File: src/hw/rtl/pdft_pkg.sv
// Shared types and constants for the peer delivery failure tracker.
package pdft_pkg;

   localparam int MAC_W      = 48;
   localparam int STREAK_W   = 8;
   localparam int CMD_W      = 3;
   localparam int MAX_OUT    = 8;
   localparam int TICK_CNT_W = $clog2(MAX_OUT + 1);

   localparam logic [STREAK_W-1:0] THRESHOLD_RESET = 8'd3;

   localparam logic [CMD_W-1:0] CMD_SEND_OK    = 3'd0;
   localparam logic [CMD_W-1:0] CMD_SEND_FAIL  = 3'd1;
   localparam logic [CMD_W-1:0] CMD_REGISTERED = 3'd2;
   localparam logic [CMD_W-1:0] CMD_REMOVED    = 3'd3;
   localparam logic [CMD_W-1:0] CMD_TICK       = 3'd4;

   typedef enum logic [1:0] {
      ST_IDLE,
      ST_SCAN,
      ST_UPDATE,
      ST_FINISH
   } state_type;

   // control from the sequencer to the slot store
   typedef struct packed {
      logic rd_en;
      logic wr_slot;
      logic wr_pend;
   } mem_ctl_type;

endpackage

File: src/hw/rtl/pdft_slot_mem.sv
// Slot store: peer address, failure streak and recovery flag per slot.
module pdft_slot_mem #(
   parameter int PEER_SLOTS = 8,
   localparam int IW = (PEER_SLOTS > 1) ? $clog2(PEER_SLOTS) : 1
) (
   input  logic                            clock,
   input  pdft_pkg::mem_ctl_type           ctl,
   input  logic [IW-1:0]                   rd_idx,
   input  logic [IW-1:0]                   wr_idx,
   input  logic [pdft_pkg::MAC_W-1:0]      wr_mac,
   input  logic [pdft_pkg::STREAK_W-1:0]   wr_streak,
   input  logic                            wr_pend,
   output logic [pdft_pkg::MAC_W-1:0]      rd_mac,
   output logic [pdft_pkg::STREAK_W-1:0]   rd_streak,
   output logic                            rd_pend
);

   logic [pdft_pkg::MAC_W-1:0]    addr_mem   [PEER_SLOTS];
   logic [pdft_pkg::STREAK_W-1:0] streak_mem [PEER_SLOTS];
   logic                          pend_mem   [PEER_SLOTS];

   always_ff @(posedge clock) begin
      if (ctl.wr_slot) begin
         addr_mem[wr_idx]   <= wr_mac;
         streak_mem[wr_idx] <= wr_streak;
      end
      if (ctl.wr_slot || ctl.wr_pend) begin
         pend_mem[wr_idx] <= wr_pend;
      end
   end

   always_ff @(posedge clock) begin
      if (ctl.rd_en) begin
         rd_mac    <= addr_mem[rd_idx];
         rd_streak <= streak_mem[rd_idx];
         rd_pend   <= pend_mem[rd_idx];
      end
   end

endmodule

File: src/hw/rtl/peer_delivery_failure_tracker_core.sv
// Top level of the peer delivery failure tracker: slot scan sequencer and result register.
//
//  channel | direction | handshake            | payload
//  req     | in        | req_valid/req_stall  | req_command, req_peer_mac
//  rsp     | out       | rsp_valid/rsp_stall  | rsp_request_valid, rsp_recovery_mac,
//          |           |                      | rsp_fail_count, rsp_table_full, rsp_last
//  csr     | in        | csr_valid/csr_ready  | csr_fail_threshold
//
// Every known command walks the slot store one slot per cycle through its single read port
// (unless a tick pauses its scan): accept, PEER_SLOTS reads, a compare of the last read,
// then an update beat, or a final beat for a tick. Unknown commands go to the final beat.
// A beat held under rsp_stall delays the final cycle of any item; a tick also pauses
// its scan while a second flagged peer waits for the result register to be free.
// Reset clears the slot valid bits, the result register and sets the threshold to 3.
// req_stall is high from acceptance until the item's last beat is in the result register.
module peer_delivery_failure_tracker_core #(
   parameter int PEER_SLOTS = 8
) (
   input  logic                              clock,
   input  logic                              reset,
   input  logic                              req_valid,
   output logic                              req_stall,
   input  logic [pdft_pkg::CMD_W-1:0]        req_command,
   input  logic [pdft_pkg::MAC_W-1:0]        req_peer_mac,
   output logic                              rsp_valid,
   input  logic                              rsp_stall,
   output logic                              rsp_request_valid,
   output logic [pdft_pkg::MAC_W-1:0]        rsp_recovery_mac,
   output logic [pdft_pkg::STREAK_W-1:0]     rsp_fail_count,
   output logic                              rsp_table_full,
   output logic                              rsp_last,
   input  logic                              csr_valid,
   output logic                              csr_ready,
   input  logic [pdft_pkg::STREAK_W-1:0]     csr_fail_threshold
);

   localparam int IW = (PEER_SLOTS > 1) ? $clog2(PEER_SLOTS) : 1;
   localparam int CW = $clog2(PEER_SLOTS + 1);

   pdft_pkg::state_type state_ff, state_in;

   logic [CW-1:0]                      issue_ff, issue_in;
   logic                               chk_vld_ff, chk_vld_in;
   logic [IW-1:0]                      chk_idx_ff, chk_idx_in;
   logic [pdft_pkg::CMD_W-1:0]         cmd_ff, cmd_in;
   logic [pdft_pkg::MAC_W-1:0]         mac_ff, mac_in;
   logic                               hit_ff, hit_in;
   logic [IW-1:0]                      hit_idx_ff, hit_idx_in;
   logic [pdft_pkg::STREAK_W-1:0]      hit_streak_ff, hit_streak_in;
   logic                               hit_pend_ff, hit_pend_in;
   logic                               free_ff, free_in;
   logic [IW-1:0]                      free_idx_ff, free_idx_in;
   logic                               hold_vld_ff, hold_vld_in;
   logic [pdft_pkg::MAC_W-1:0]         hold_mac_ff, hold_mac_in;
   logic [pdft_pkg::TICK_CNT_W-1:0]    cnt_ff, cnt_in;
   logic [pdft_pkg::STREAK_W-1:0]      thr_ff, thr_in;
   logic [PEER_SLOTS-1:0]              valid_ff, valid_in;

   logic                               out_vld_ff, out_vld_in;
   logic                               out_req_ff, out_req_in;
   logic [pdft_pkg::MAC_W-1:0]         out_mac_ff, out_mac_in;
   logic [pdft_pkg::STREAK_W-1:0]      out_cnt_ff, out_cnt_in;
   logic                               out_full_ff, out_full_in;
   logic                               out_last_ff, out_last_in;

   // memory side
   pdft_pkg::mem_ctl_type              mem_ctl;
   logic [IW-1:0]                      wr_idx;
   logic [pdft_pkg::STREAK_W-1:0]      wr_streak;
   logic                               wr_pend;
   logic [pdft_pkg::MAC_W-1:0]         rd_mac;
   logic [pdft_pkg::STREAK_W-1:0]      rd_streak;
   logic                               rd_pend;

   // beat push into the result register
   logic                               push;
   logic                               p_req;
   logic [pdft_pkg::MAC_W-1:0]         p_mac;
   logic [pdft_pkg::STREAK_W-1:0]      p_cnt;
   logic                               p_full;
   logic                               p_last;

   logic                               out_free;
   logic                               is_tick;
   logic                               known_cmd;
   logic                               slot_on;
   logic                               tick_flag;
   logic                               adv;
   logic                               scan_done;
   logic [IW-1:0]                      upd_idx;
   logic [pdft_pkg::STREAK_W-1:0]      base_streak;
   logic                               base_pend;
   logic [pdft_pkg::STREAK_W-1:0]      inc_streak;

   pdft_slot_mem #(
      .PEER_SLOTS (PEER_SLOTS)
   ) u_slot_mem (
      .clock     (clock),
      .ctl       (mem_ctl),
      .rd_idx    (issue_ff[IW-1:0]),
      .wr_idx    (wr_idx),
      .wr_mac    (mac_ff),
      .wr_streak (wr_streak),
      .wr_pend   (wr_pend),
      .rd_mac    (rd_mac),
      .rd_streak (rd_streak),
      .rd_pend   (rd_pend)
   );

   assign out_free  = !out_vld_ff || !rsp_stall;
   assign is_tick   = (cmd_ff == pdft_pkg::CMD_TICK);
   assign known_cmd = (req_command == pdft_pkg::CMD_SEND_OK)
                   || (req_command == pdft_pkg::CMD_SEND_FAIL)
                   || (req_command == pdft_pkg::CMD_REGISTERED)
                   || (req_command == pdft_pkg::CMD_REMOVED)
                   || (req_command == pdft_pkg::CMD_TICK);
   assign slot_on   = valid_ff[chk_idx_ff];
   assign tick_flag = is_tick && chk_vld_ff && slot_on && rd_pend
                   && (cnt_ff < pdft_pkg::TICK_CNT_W'(pdft_pkg::MAX_OUT));
   // a flagged peer with a request already held needs a free result register
   assign adv       = !(tick_flag && hold_vld_ff && !out_free);
   assign scan_done = (issue_ff == CW'(PEER_SLOTS)) && !chk_vld_ff;

   assign upd_idx     = hit_ff ? hit_idx_ff : free_idx_ff;
   assign base_streak = hit_ff ? hit_streak_ff : '0;
   assign base_pend   = hit_ff && hit_pend_ff;
   assign inc_streak  = base_streak + pdft_pkg::STREAK_W'(1);

   // next state
   always_comb begin
      state_in = state_ff;
      case (state_ff)
         pdft_pkg::ST_IDLE: begin
            if (req_valid) begin
               state_in = known_cmd ? pdft_pkg::ST_SCAN : pdft_pkg::ST_FINISH;
            end
         end
         pdft_pkg::ST_SCAN: begin
            if (scan_done) begin
               state_in = is_tick ? pdft_pkg::ST_FINISH : pdft_pkg::ST_UPDATE;
            end
         end
         pdft_pkg::ST_UPDATE: begin
            if (out_free) begin
               state_in = pdft_pkg::ST_IDLE;
            end
         end
         pdft_pkg::ST_FINISH: begin
            if (out_free) begin
               state_in = pdft_pkg::ST_IDLE;
            end
         end
         default: begin
            state_in = pdft_pkg::ST_IDLE;
         end
      endcase
   end

   // datapath and outputs
   always_comb begin
      issue_in      = issue_ff;
      chk_vld_in    = chk_vld_ff;
      chk_idx_in    = chk_idx_ff;
      cmd_in        = cmd_ff;
      mac_in        = mac_ff;
      hit_in        = hit_ff;
      hit_idx_in    = hit_idx_ff;
      hit_streak_in = hit_streak_ff;
      hit_pend_in   = hit_pend_ff;
      free_in       = free_ff;
      free_idx_in   = free_idx_ff;
      hold_vld_in   = hold_vld_ff;
      hold_mac_in   = hold_mac_ff;
      cnt_in        = cnt_ff;
      valid_in      = valid_ff;
      mem_ctl       = '0;
      wr_idx        = chk_idx_ff;
      wr_streak     = '0;
      wr_pend       = 1'b0;
      push          = 1'b0;
      p_req         = 1'b0;
      p_mac         = '0;
      p_cnt         = '0;
      p_full        = 1'b0;
      p_last        = 1'b1;
      req_stall     = 1'b1;

      case (state_ff)
         pdft_pkg::ST_IDLE: begin
            req_stall = 1'b0;
            if (req_valid) begin
               cmd_in      = req_command;
               mac_in      = req_peer_mac;
               issue_in    = '0;
               chk_vld_in  = 1'b0;
               hit_in      = 1'b0;
               free_in     = 1'b0;
               hold_vld_in = 1'b0;
               cnt_in      = '0;
            end
         end
         pdft_pkg::ST_SCAN: begin
            if (adv) begin
               if (issue_ff != CW'(PEER_SLOTS)) begin
                  mem_ctl.rd_en = 1'b1;
                  chk_vld_in    = 1'b1;
                  chk_idx_in    = issue_ff[IW-1:0];
                  issue_in      = issue_ff + CW'(1);
               end else begin
                  chk_vld_in = 1'b0;
               end
               if (chk_vld_ff && !is_tick) begin
                  if (slot_on && (rd_mac == mac_ff) && !hit_ff) begin
                     hit_in        = 1'b1;
                     hit_idx_in    = chk_idx_ff;
                     hit_streak_in = rd_streak;
                     hit_pend_in   = rd_pend;
                  end
                  if (!slot_on && !free_ff) begin
                     free_in     = 1'b1;
                     free_idx_in = chk_idx_ff;
                  end
               end
               if (tick_flag) begin
                  // clear the flag, hold this request until the next one shows up or the scan finishes
                  mem_ctl.wr_pend = 1'b1;
                  wr_pend         = 1'b0;
                  hold_vld_in     = 1'b1;
                  hold_mac_in     = rd_mac;
                  cnt_in          = cnt_ff + pdft_pkg::TICK_CNT_W'(1);
                  if (hold_vld_ff) begin
                     push   = 1'b1;
                     p_req  = 1'b1;
                     p_mac  = hold_mac_ff;
                     p_last = 1'b0;
                  end
               end
            end
         end
         pdft_pkg::ST_UPDATE: begin
            if (out_free) begin
               push = 1'b1;
               if (cmd_ff == pdft_pkg::CMD_REMOVED) begin
                  if (hit_ff) begin
                     valid_in[hit_idx_ff] = 1'b0;
                  end
               end else if (!hit_ff && !free_ff) begin
                  p_full = 1'b1;
               end else begin
                  wr_idx           = upd_idx;
                  mem_ctl.wr_slot  = 1'b1;
                  valid_in[upd_idx] = 1'b1;
                  case (cmd_ff)
                     pdft_pkg::CMD_SEND_FAIL: begin
                        if (inc_streak >= thr_ff) begin
                           wr_streak = '0;
                           wr_pend   = 1'b1;
                        end else begin
                           wr_streak = inc_streak;
                           wr_pend   = base_pend;
                        end
                     end
                     pdft_pkg::CMD_REGISTERED: begin
                        wr_streak = '0;
                        wr_pend   = 1'b0;
                     end
                     default: begin
                        wr_streak = '0;
                        wr_pend   = base_pend;
                     end
                  endcase
                  p_cnt = wr_streak;
               end
            end
         end
         pdft_pkg::ST_FINISH: begin
            if (out_free) begin
               push  = 1'b1;
               p_req = hold_vld_ff;
               p_mac = hold_vld_ff ? hold_mac_ff : '0;
            end
         end
         default: begin
            req_stall = 1'b1;
         end
      endcase
   end

   // result register
   always_comb begin
      out_vld_in  = out_vld_ff;
      out_req_in  = out_req_ff;
      out_mac_in  = out_mac_ff;
      out_cnt_in  = out_cnt_ff;
      out_full_in = out_full_ff;
      out_last_in = out_last_ff;
      if (push) begin
         out_vld_in  = 1'b1;
         out_req_in  = p_req;
         out_mac_in  = p_mac;
         out_cnt_in  = p_cnt;
         out_full_in = p_full;
         out_last_in = p_last;
      end else if (!rsp_stall) begin
         out_vld_in = 1'b0;
      end
   end

   assign csr_ready = 1'b1;
   assign thr_in    = csr_valid ? csr_fail_threshold : thr_ff;

   always_ff @(posedge clock) begin
      if (reset) begin
         state_ff    <= pdft_pkg::ST_IDLE;
         valid_ff    <= '0;
         out_vld_ff  <= 1'b0;
         thr_ff      <= pdft_pkg::THRESHOLD_RESET;
         hold_vld_ff <= 1'b0;
         chk_vld_ff  <= 1'b0;
         hit_ff      <= 1'b0;
         free_ff     <= 1'b0;
         issue_ff    <= '0;
         cnt_ff      <= '0;
      end else begin
         state_ff    <= state_in;
         valid_ff    <= valid_in;
         out_vld_ff  <= out_vld_in;
         thr_ff      <= thr_in;
         hold_vld_ff <= hold_vld_in;
         chk_vld_ff  <= chk_vld_in;
         hit_ff      <= hit_in;
         free_ff     <= free_in;
         issue_ff    <= issue_in;
         cnt_ff      <= cnt_in;
      end
   end

   always_ff @(posedge clock) begin
      chk_idx_ff    <= chk_idx_in;
      cmd_ff        <= cmd_in;
      mac_ff        <= mac_in;
      hit_idx_ff    <= hit_idx_in;
      hit_streak_ff <= hit_streak_in;
      hit_pend_ff   <= hit_pend_in;
      free_idx_ff   <= free_idx_in;
      hold_mac_ff   <= hold_mac_in;
      out_req_ff    <= out_req_in;
      out_mac_ff    <= out_mac_in;
      out_cnt_ff    <= out_cnt_in;
      out_full_ff   <= out_full_in;
      out_last_ff   <= out_last_in;
   end

   assign rsp_valid         = out_vld_ff;
   assign rsp_request_valid = out_req_ff;
   assign rsp_recovery_mac  = out_mac_ff;
   assign rsp_fail_count    = out_cnt_ff;
   assign rsp_table_full    = out_full_ff;
   assign rsp_last          = out_last_ff;

endmodule
File: config.mk
export PLATFORM = sky130hd
export DESIGN_NAME = peer_delivery_failure_tracker_core
export DESIGN_NICKNAME = d
export VERILOG_FILES = /design/src/hw/rtl/pdft_pkg.sv /design/src/hw/rtl/pdft_slot_mem.sv /design/src/hw/rtl/peer_delivery_failure_tracker_core.sv
export SDC_FILE = /design/constraint.sdc
export NUM_CORES = 1
export LEC_CHECK = 0
export BUFFER_PORTS_ARGS = -buffer_cell sky130_fd_sc_hd__clkbuf_2
export CORE_ASPECT_RATIO = 0.9
export CORE_MARGIN = 8
export CORE_UTILIZATION = 60
export CTS_CLUSTER_SIZE = 24
export DETAILED_ROUTE_END_ITERATION = 8
export GPL_ROUTABILITY_DRIVEN = 0
export PLACE_DENSITY = 0.78
export RECOVER_POWER = 100
export SLEW_MARGIN = 5
export SYNTH_ARGS = -nofsm -noshare
export SYNTH_HDL_FRONTEND = slang
export SYNTH_SLANG_ARGS = --single-unit
File: constraint.sdc
create_clock -name clock -period 5.97 [get_ports clock]
set_input_delay 0.597 -clock clock [delete_from_list [all_inputs] [get_ports clock]]
set_output_delay 0.597 -clock clock [all_outputs]
set_load 0.03 [all_outputs]
=== Word level (Yosys, flattened, before mapping) ===
Memory sizes are Yosys's and may differ from the RTL's. A register that Yosys moved wholly into a read port is not among the register bits.
Cells that the tools add are included.

* Bitwise operators: 8
* Add/sub/neg operators: 3
* Muxes and demuxes: 85
* Reductions and logical operators: 47
* Order comparisons: 7
* Equality and inequality tests: 26

{| class="wikitable"
|+ Operators with widths
! cell !! number
|-
| 48-bit two-way mux || 4
|-
| 48-bit one-hot mux with 2 select lines || 1
|-
| 8-bit two-way mux || 10
|-
| 48-bit equality test || 1
|-
| 1-bit two-way mux || 43
|-
| 4-bit two-way mux || 5
|-
| 2-bit != test, second input constant || 10
|-
| 4-bit AND reduction || 5
|-
| 4-bit one-hot mux with 2 select lines || 2
|-
| 1-bit logical AND || 15
|-
| 3-bit two-way mux || 5
|-
| 1-bit one-hot mux with 2 select lines || 7
|-
| 3-bit by 2-bit equality test with 1-bit output, second input constant || 4
|-
| 3-bit by 4-bit < comparator with 1-bit output, second input constant || 3
|-
| 3-bit AND reduction || 4
|-
| 5-bit AND reduction || 2
|-
| 4-bit by 1-bit adder with 4-bit output, second input constant || 2
|-
| 8-bit by 1-bit adder with 8-bit output, second input constant || 1
|-
| 8-bit AND || 1
|-
| 8-bit greater-or-equal comparator || 1
|-
| 1-bit logical NOT || 8
|-
| 2-bit two-way mux || 4
|-
| 8-bit inverter || 1
|-
| 8-bit OR || 1
|-
| other kinds (20) || 36
|}

* Register bits after elaboration: 207
* Memories: 3
* Output and inout port bits: 62
* Bits in writable memories: 456
* Word-level logic and storage cells: 202

{| class="wikitable"
|+ Memories
! memory !! words !! bits a word !! rd ports !! clocked after Yosys merged registers in !! wr ports !! RTL line !! RTL
|-
| u_slot_mem.addr_mem || 8 || 48 || 1 || 1 || 1 || pdft_slot_mem.sv:18 || <nowiki>logic [pdft_pkg::MAC_W-1:0] addr_mem [PEER_SLOTS];</nowiki>
|-
| u_slot_mem.streak_mem || 8 || 8 || 1 || 1 || 1 || pdft_slot_mem.sv:19 || <nowiki>logic [pdft_pkg::STREAK_W-1:0] streak_mem [PEER_SLOTS];</nowiki>
|-
| u_slot_mem.pend_mem || 8 || 1 || 1 || 1 || 1 || pdft_slot_mem.sv:20 || <nowiki>logic pend_mem [PEER_SLOTS];</nowiki>
|}

=== Longest topological paths before layout ===
* Depth in word-level cells: 12
* Depth in mapped cells: 14
* Mapped depth without buffers: 11

=== Cells and area by module ===
A second synthesis with hierarchy kept.

* Cell total of the unflattened synthesis: 1321
* Area, all modules: 27299.9 µm²

{| class="wikitable"
|+ By module, submodules not included
! module !! cells each !! instances !! sequential area each (µm²) !! area each (µm²)
|-
| pdft_slot_mem || 739 || 1 || 15404.8 || 18904.4
|-
| peer_delivery_failure_tracker_core || 582 || 1 || 5905.7 || 8395.6
|}

=== Worst setup path before layout ===
No wires, ideal clock.

* Path kind: reg-to-reg
* Start: reg issue_ff[0]
* End: reg u_slot_mem.rd_mac[0] (netlist name) (read register of u_slot_mem.addr_mem), enable pin
* Required time: 5.479 ns
* Cell stages (with the launch flop): 9
* Setup time: 0.491 ns
* Buffers on the path: 3
* Data arrival time: 4.521 ns
* Setup slack: 0.959 ns
* Period minus slack after synthesis: 5.011 ns
* Path through: dfxtp_1 -> buf_2 -> buf_2 -> buf_1 -> inv_1 -> ha_1 -> nand3b_1 -> nand2_1 -> a21oi_1

{| class="wikitable"
|+ RTL lines
! element !! RTL line !! RTL
|-
| start: declaration || peer_delivery_failure_tracker_core.sv:42 || <nowiki>logic [CW-1:0] issue_ff, issue_in;</nowiki>
|-
| start signal: assignment || peer_delivery_failure_tracker_core.sv:333 || <nowiki>issue_ff <= issue_in;</nowiki>
|-
| end: declaration || pdft_slot_mem.sv:13 || <nowiki>output logic [pdft_pkg::MAC_W-1:0] rd_mac,</nowiki>
|}

=== Worst setup path in the final report ===
* Start: reg issue_ff[1]
* End: reg u_slot_mem.rd_mac[17] (netlist name) (read register of u_slot_mem.addr_mem), data pin

* Longest elaborated chain between the ends: 4

{| class="wikitable"
|+ RTL lines
! element !! RTL line !! RTL
|-
| 4-bit != test || peer_delivery_failure_tracker_core.sv:204 || <nowiki>if (issue_ff != CW'(PEER_SLOTS)) begin</nowiki>
|-
| 1-bit two-way mux || peer_delivery_failure_tracker_core.sv:204 ||
|-
| 1-bit two-way mux || peer_delivery_failure_tracker_core.sv:203 || <nowiki>if (adv) begin</nowiki>
|-
| 1-bit two-way mux || peer_delivery_failure_tracker_core.sv:188 || <nowiki>case (state_ff)</nowiki>
|}

Several ways; a longest one is shown, not always the timed one.
A chain may end at the register's enable or synchronous reset.

==> impl_metrics.ini <==
[global_route]
grt_max_degree = 63
grt_antenna_before_repair = 1
grt_pass1_vias = 13411
track_usage_pct = 22.2
grt_pass1_wl_um = 85100
grt_overflow_total = 0

[power]
power.leakage_nw = 9.55
power_density_nw_per_um2 = 342
peakVddDrop_mv = 0.355
p_total_mw = 10.5

[finish]
layout.nets = 1535
regArea_um2 = 21300
final_common_cell = edfxtp_1
layout_common_cells = 689 x edfxtp_1, 115 x mux4_2, 86 x clkbuf_1, 72 x clkbuf_16, 62 x mux2_2
layout-drive-gt1-share_pct = 23.4
multi_input_area_um2 = 5530
area_growth_pct = 13.0
final.fill_count = 2853

[timing]
tightest_slew_ns = 4.57
rsz0062_at_grt = false
drv_slew = 519
min_period_over_period_pct = 86.9
finalWorstSetupSlack_ns = 0.782
hold_violations = 0
tns_ns = 0
fin_skew_ns = 0.0172
fin_crit_ns = 5.19
max_freq_ghz = 0.193
slew_headroom_pct = -205
setup_viol = 0

[cts]
cts_buffers = 69
clk_latency_ns = 0.60
ctsResizeCount = 0
cts_setup_buffers = 0
clock_sinks = 720
cts_max_level = 3
cts_tree = yes
clk_path_buf_depth = 3
cts_root_buf = clkbuf_16
hold_buffers = 0
clkTransAtPathRegs_ns = 0.06

[routing]
routed_via_density = 6.19
drtIter0Drc = 1379
drt_wl_total_um = 57300
drc = 0
wl_per_cell_um = 27.0
dr.pass1.iters = 6
num_vias = 13149
antenna_left = 0

[status]
violations = capacitance limit, slew limit
status = finished with violations

[setup_path]
cp-start-kind = flop
arrival_ns = 5.51
path_max_fanout = 61
worstPathRequired_ns = 6.29
setup.worst_path.start = issue_ff[1]$_SDFFE_PP0P_
worstSetupEndpointType = flop
r2r_start = issue_ff[1]$_SDFFE_PP0P_
worstSetupPathType = flop to flop

[logic_synthesis]
ys_types = 53
yosysWarnings = 0
synth_area_leaders = edfxtp_1 76%, mux4_2 9.6%, mux2_2 2.6%
ys_seq_area_share_pct = 78.7
ys.flop_type = edfxtp_1
synth_nets = 1366
async_flop_share_pct = 0
yosysTopAreaCell = edfxtp_1
syn-cell-area_um2 = 27100
synth_top_area_share_pct = 76.4
synth_cells = 1290
ys_ff_latch = 720
avgSynthCellArea_um2 = 21.0
synth-edff-count = 689

[floorplan]
die_h_um = 217
fp-row-count = 74
die_w_um = 240
core_area_um2 = 45000
die_area_um2 = 52200
io_pins = 126
initial_utilization_pct = 60.2

[min_path]
hp-start = req_peer_mac[11]
holdCritPathClass = primary input to flop

[placed_design]
port_buffers = 124
hpwlAfterDp_um = 32500
place_ws_ns = 1.60

[run]
cap_viol_max_count = 11
[state kept, by name (all words and copies together) (netlist names), 48 cells and up]
name and cells:
rsp_recovery_mac 48, u_slot_mem.addr_mem 384, u_slot_mem.streak_mem 64, mac_ff 48, u_slot_mem.rd_mac 48, hold_mac_ff 48
[synthesized netlist by cell type (12+ instances only)]
master    count
dfxtp_1      31
mux2_2       63
edfxtp_1    689
mux4_2      115
xor2_1       13
ha_1         12
and2_1       51
xnor2_1      38
a21oi_1      13
clkbuf_1     30
inv_1        15
nor2_1       44
nand2_1      30
o21a_1       16
[cell families (layout without fill, tap and decap cells)]
kind of cell             count (synthesis)  after routing  synth area share, %
AO/OA/AOI/OAI                           61             61                 1.58
XOR/XNOR                                51             51                 1.65
adder cells (fa/ha/maj)                 12             12                0.555
buffers and inverters                   64            289                0.989
flip-flops                             720            720                 78.7
multiplexers                           189            189                 12.6
other                                    1              2               0.0139
AND/OR/NAND/NOR                        192            192                 3.88
[path summary, 6_finish.rpt]
| check | slack [ns] | endpoint | cells past startpoint |
|---|---|---|---|
| worst max-delay path | 0.78 | u_slot_mem.rd_mac[17]$_DFFE_PP_ | 3 |
| worst min-delay path | 0.17 | mac_ff[11]$_DFFE_PP_ | 1 |
| worst max register to register | 0.78 | u_slot_mem.rd_mac[17]$_DFFE_PP_ | 3 |
| worst min register to register | 0.42 | hit_streak_ff[7]$_DFFE_PP_ | 0 |
[per-stage QoR]
stage	hold WS, ns	utilization [%]	cell area (µm²)	cells
6_report	0.175	67.9	30600	2124
5_1_grt	0.145	67.9	30600	2124
4_1_cts	0.137	68.3	30700	2123
3_5_place_dp	0.408	63.4	28500	1996
3_3_place_gp	0.402	63.4	28500	1996
2_1_floorplan	0.400	-	27100	1290
[report_power, final]
group          internal [mW]  switching, mW  leakage, nW
registers               5.63          0.115         6.42
clock network           2.51           1.81         1.10
logic                  0.174          0.225         2.02
[cell type report]
cell class                      instances  area share (%)
Sequential cell                       720            69.7
Multi-Input combinational cell        506            18.1
Clock buffer                           80            5.99
Tap cell                              608            2.49
Timing Repair Buffer                  146            2.17
Clock inverter                         47            1.33
Inverter                               16           0.196
Antenna cell                            1         0.00818
[critical path: stages, from the launching register on]
cell and delay [ns]:
dfxtp_1 2.43, clkbuf_2 1.60, mux4_2 0.48, mux2_2 0.30
[metal layers]
layer,vias up,track usage [%],wire (µm)
li1,5524,-,-
met1,6805,31.3,23400
met2,715,35.5,27800
met3,105,3.94,4600
met4,0,6.97,1520
met5,-,0,0
Power figures use the tool's default switching activity.
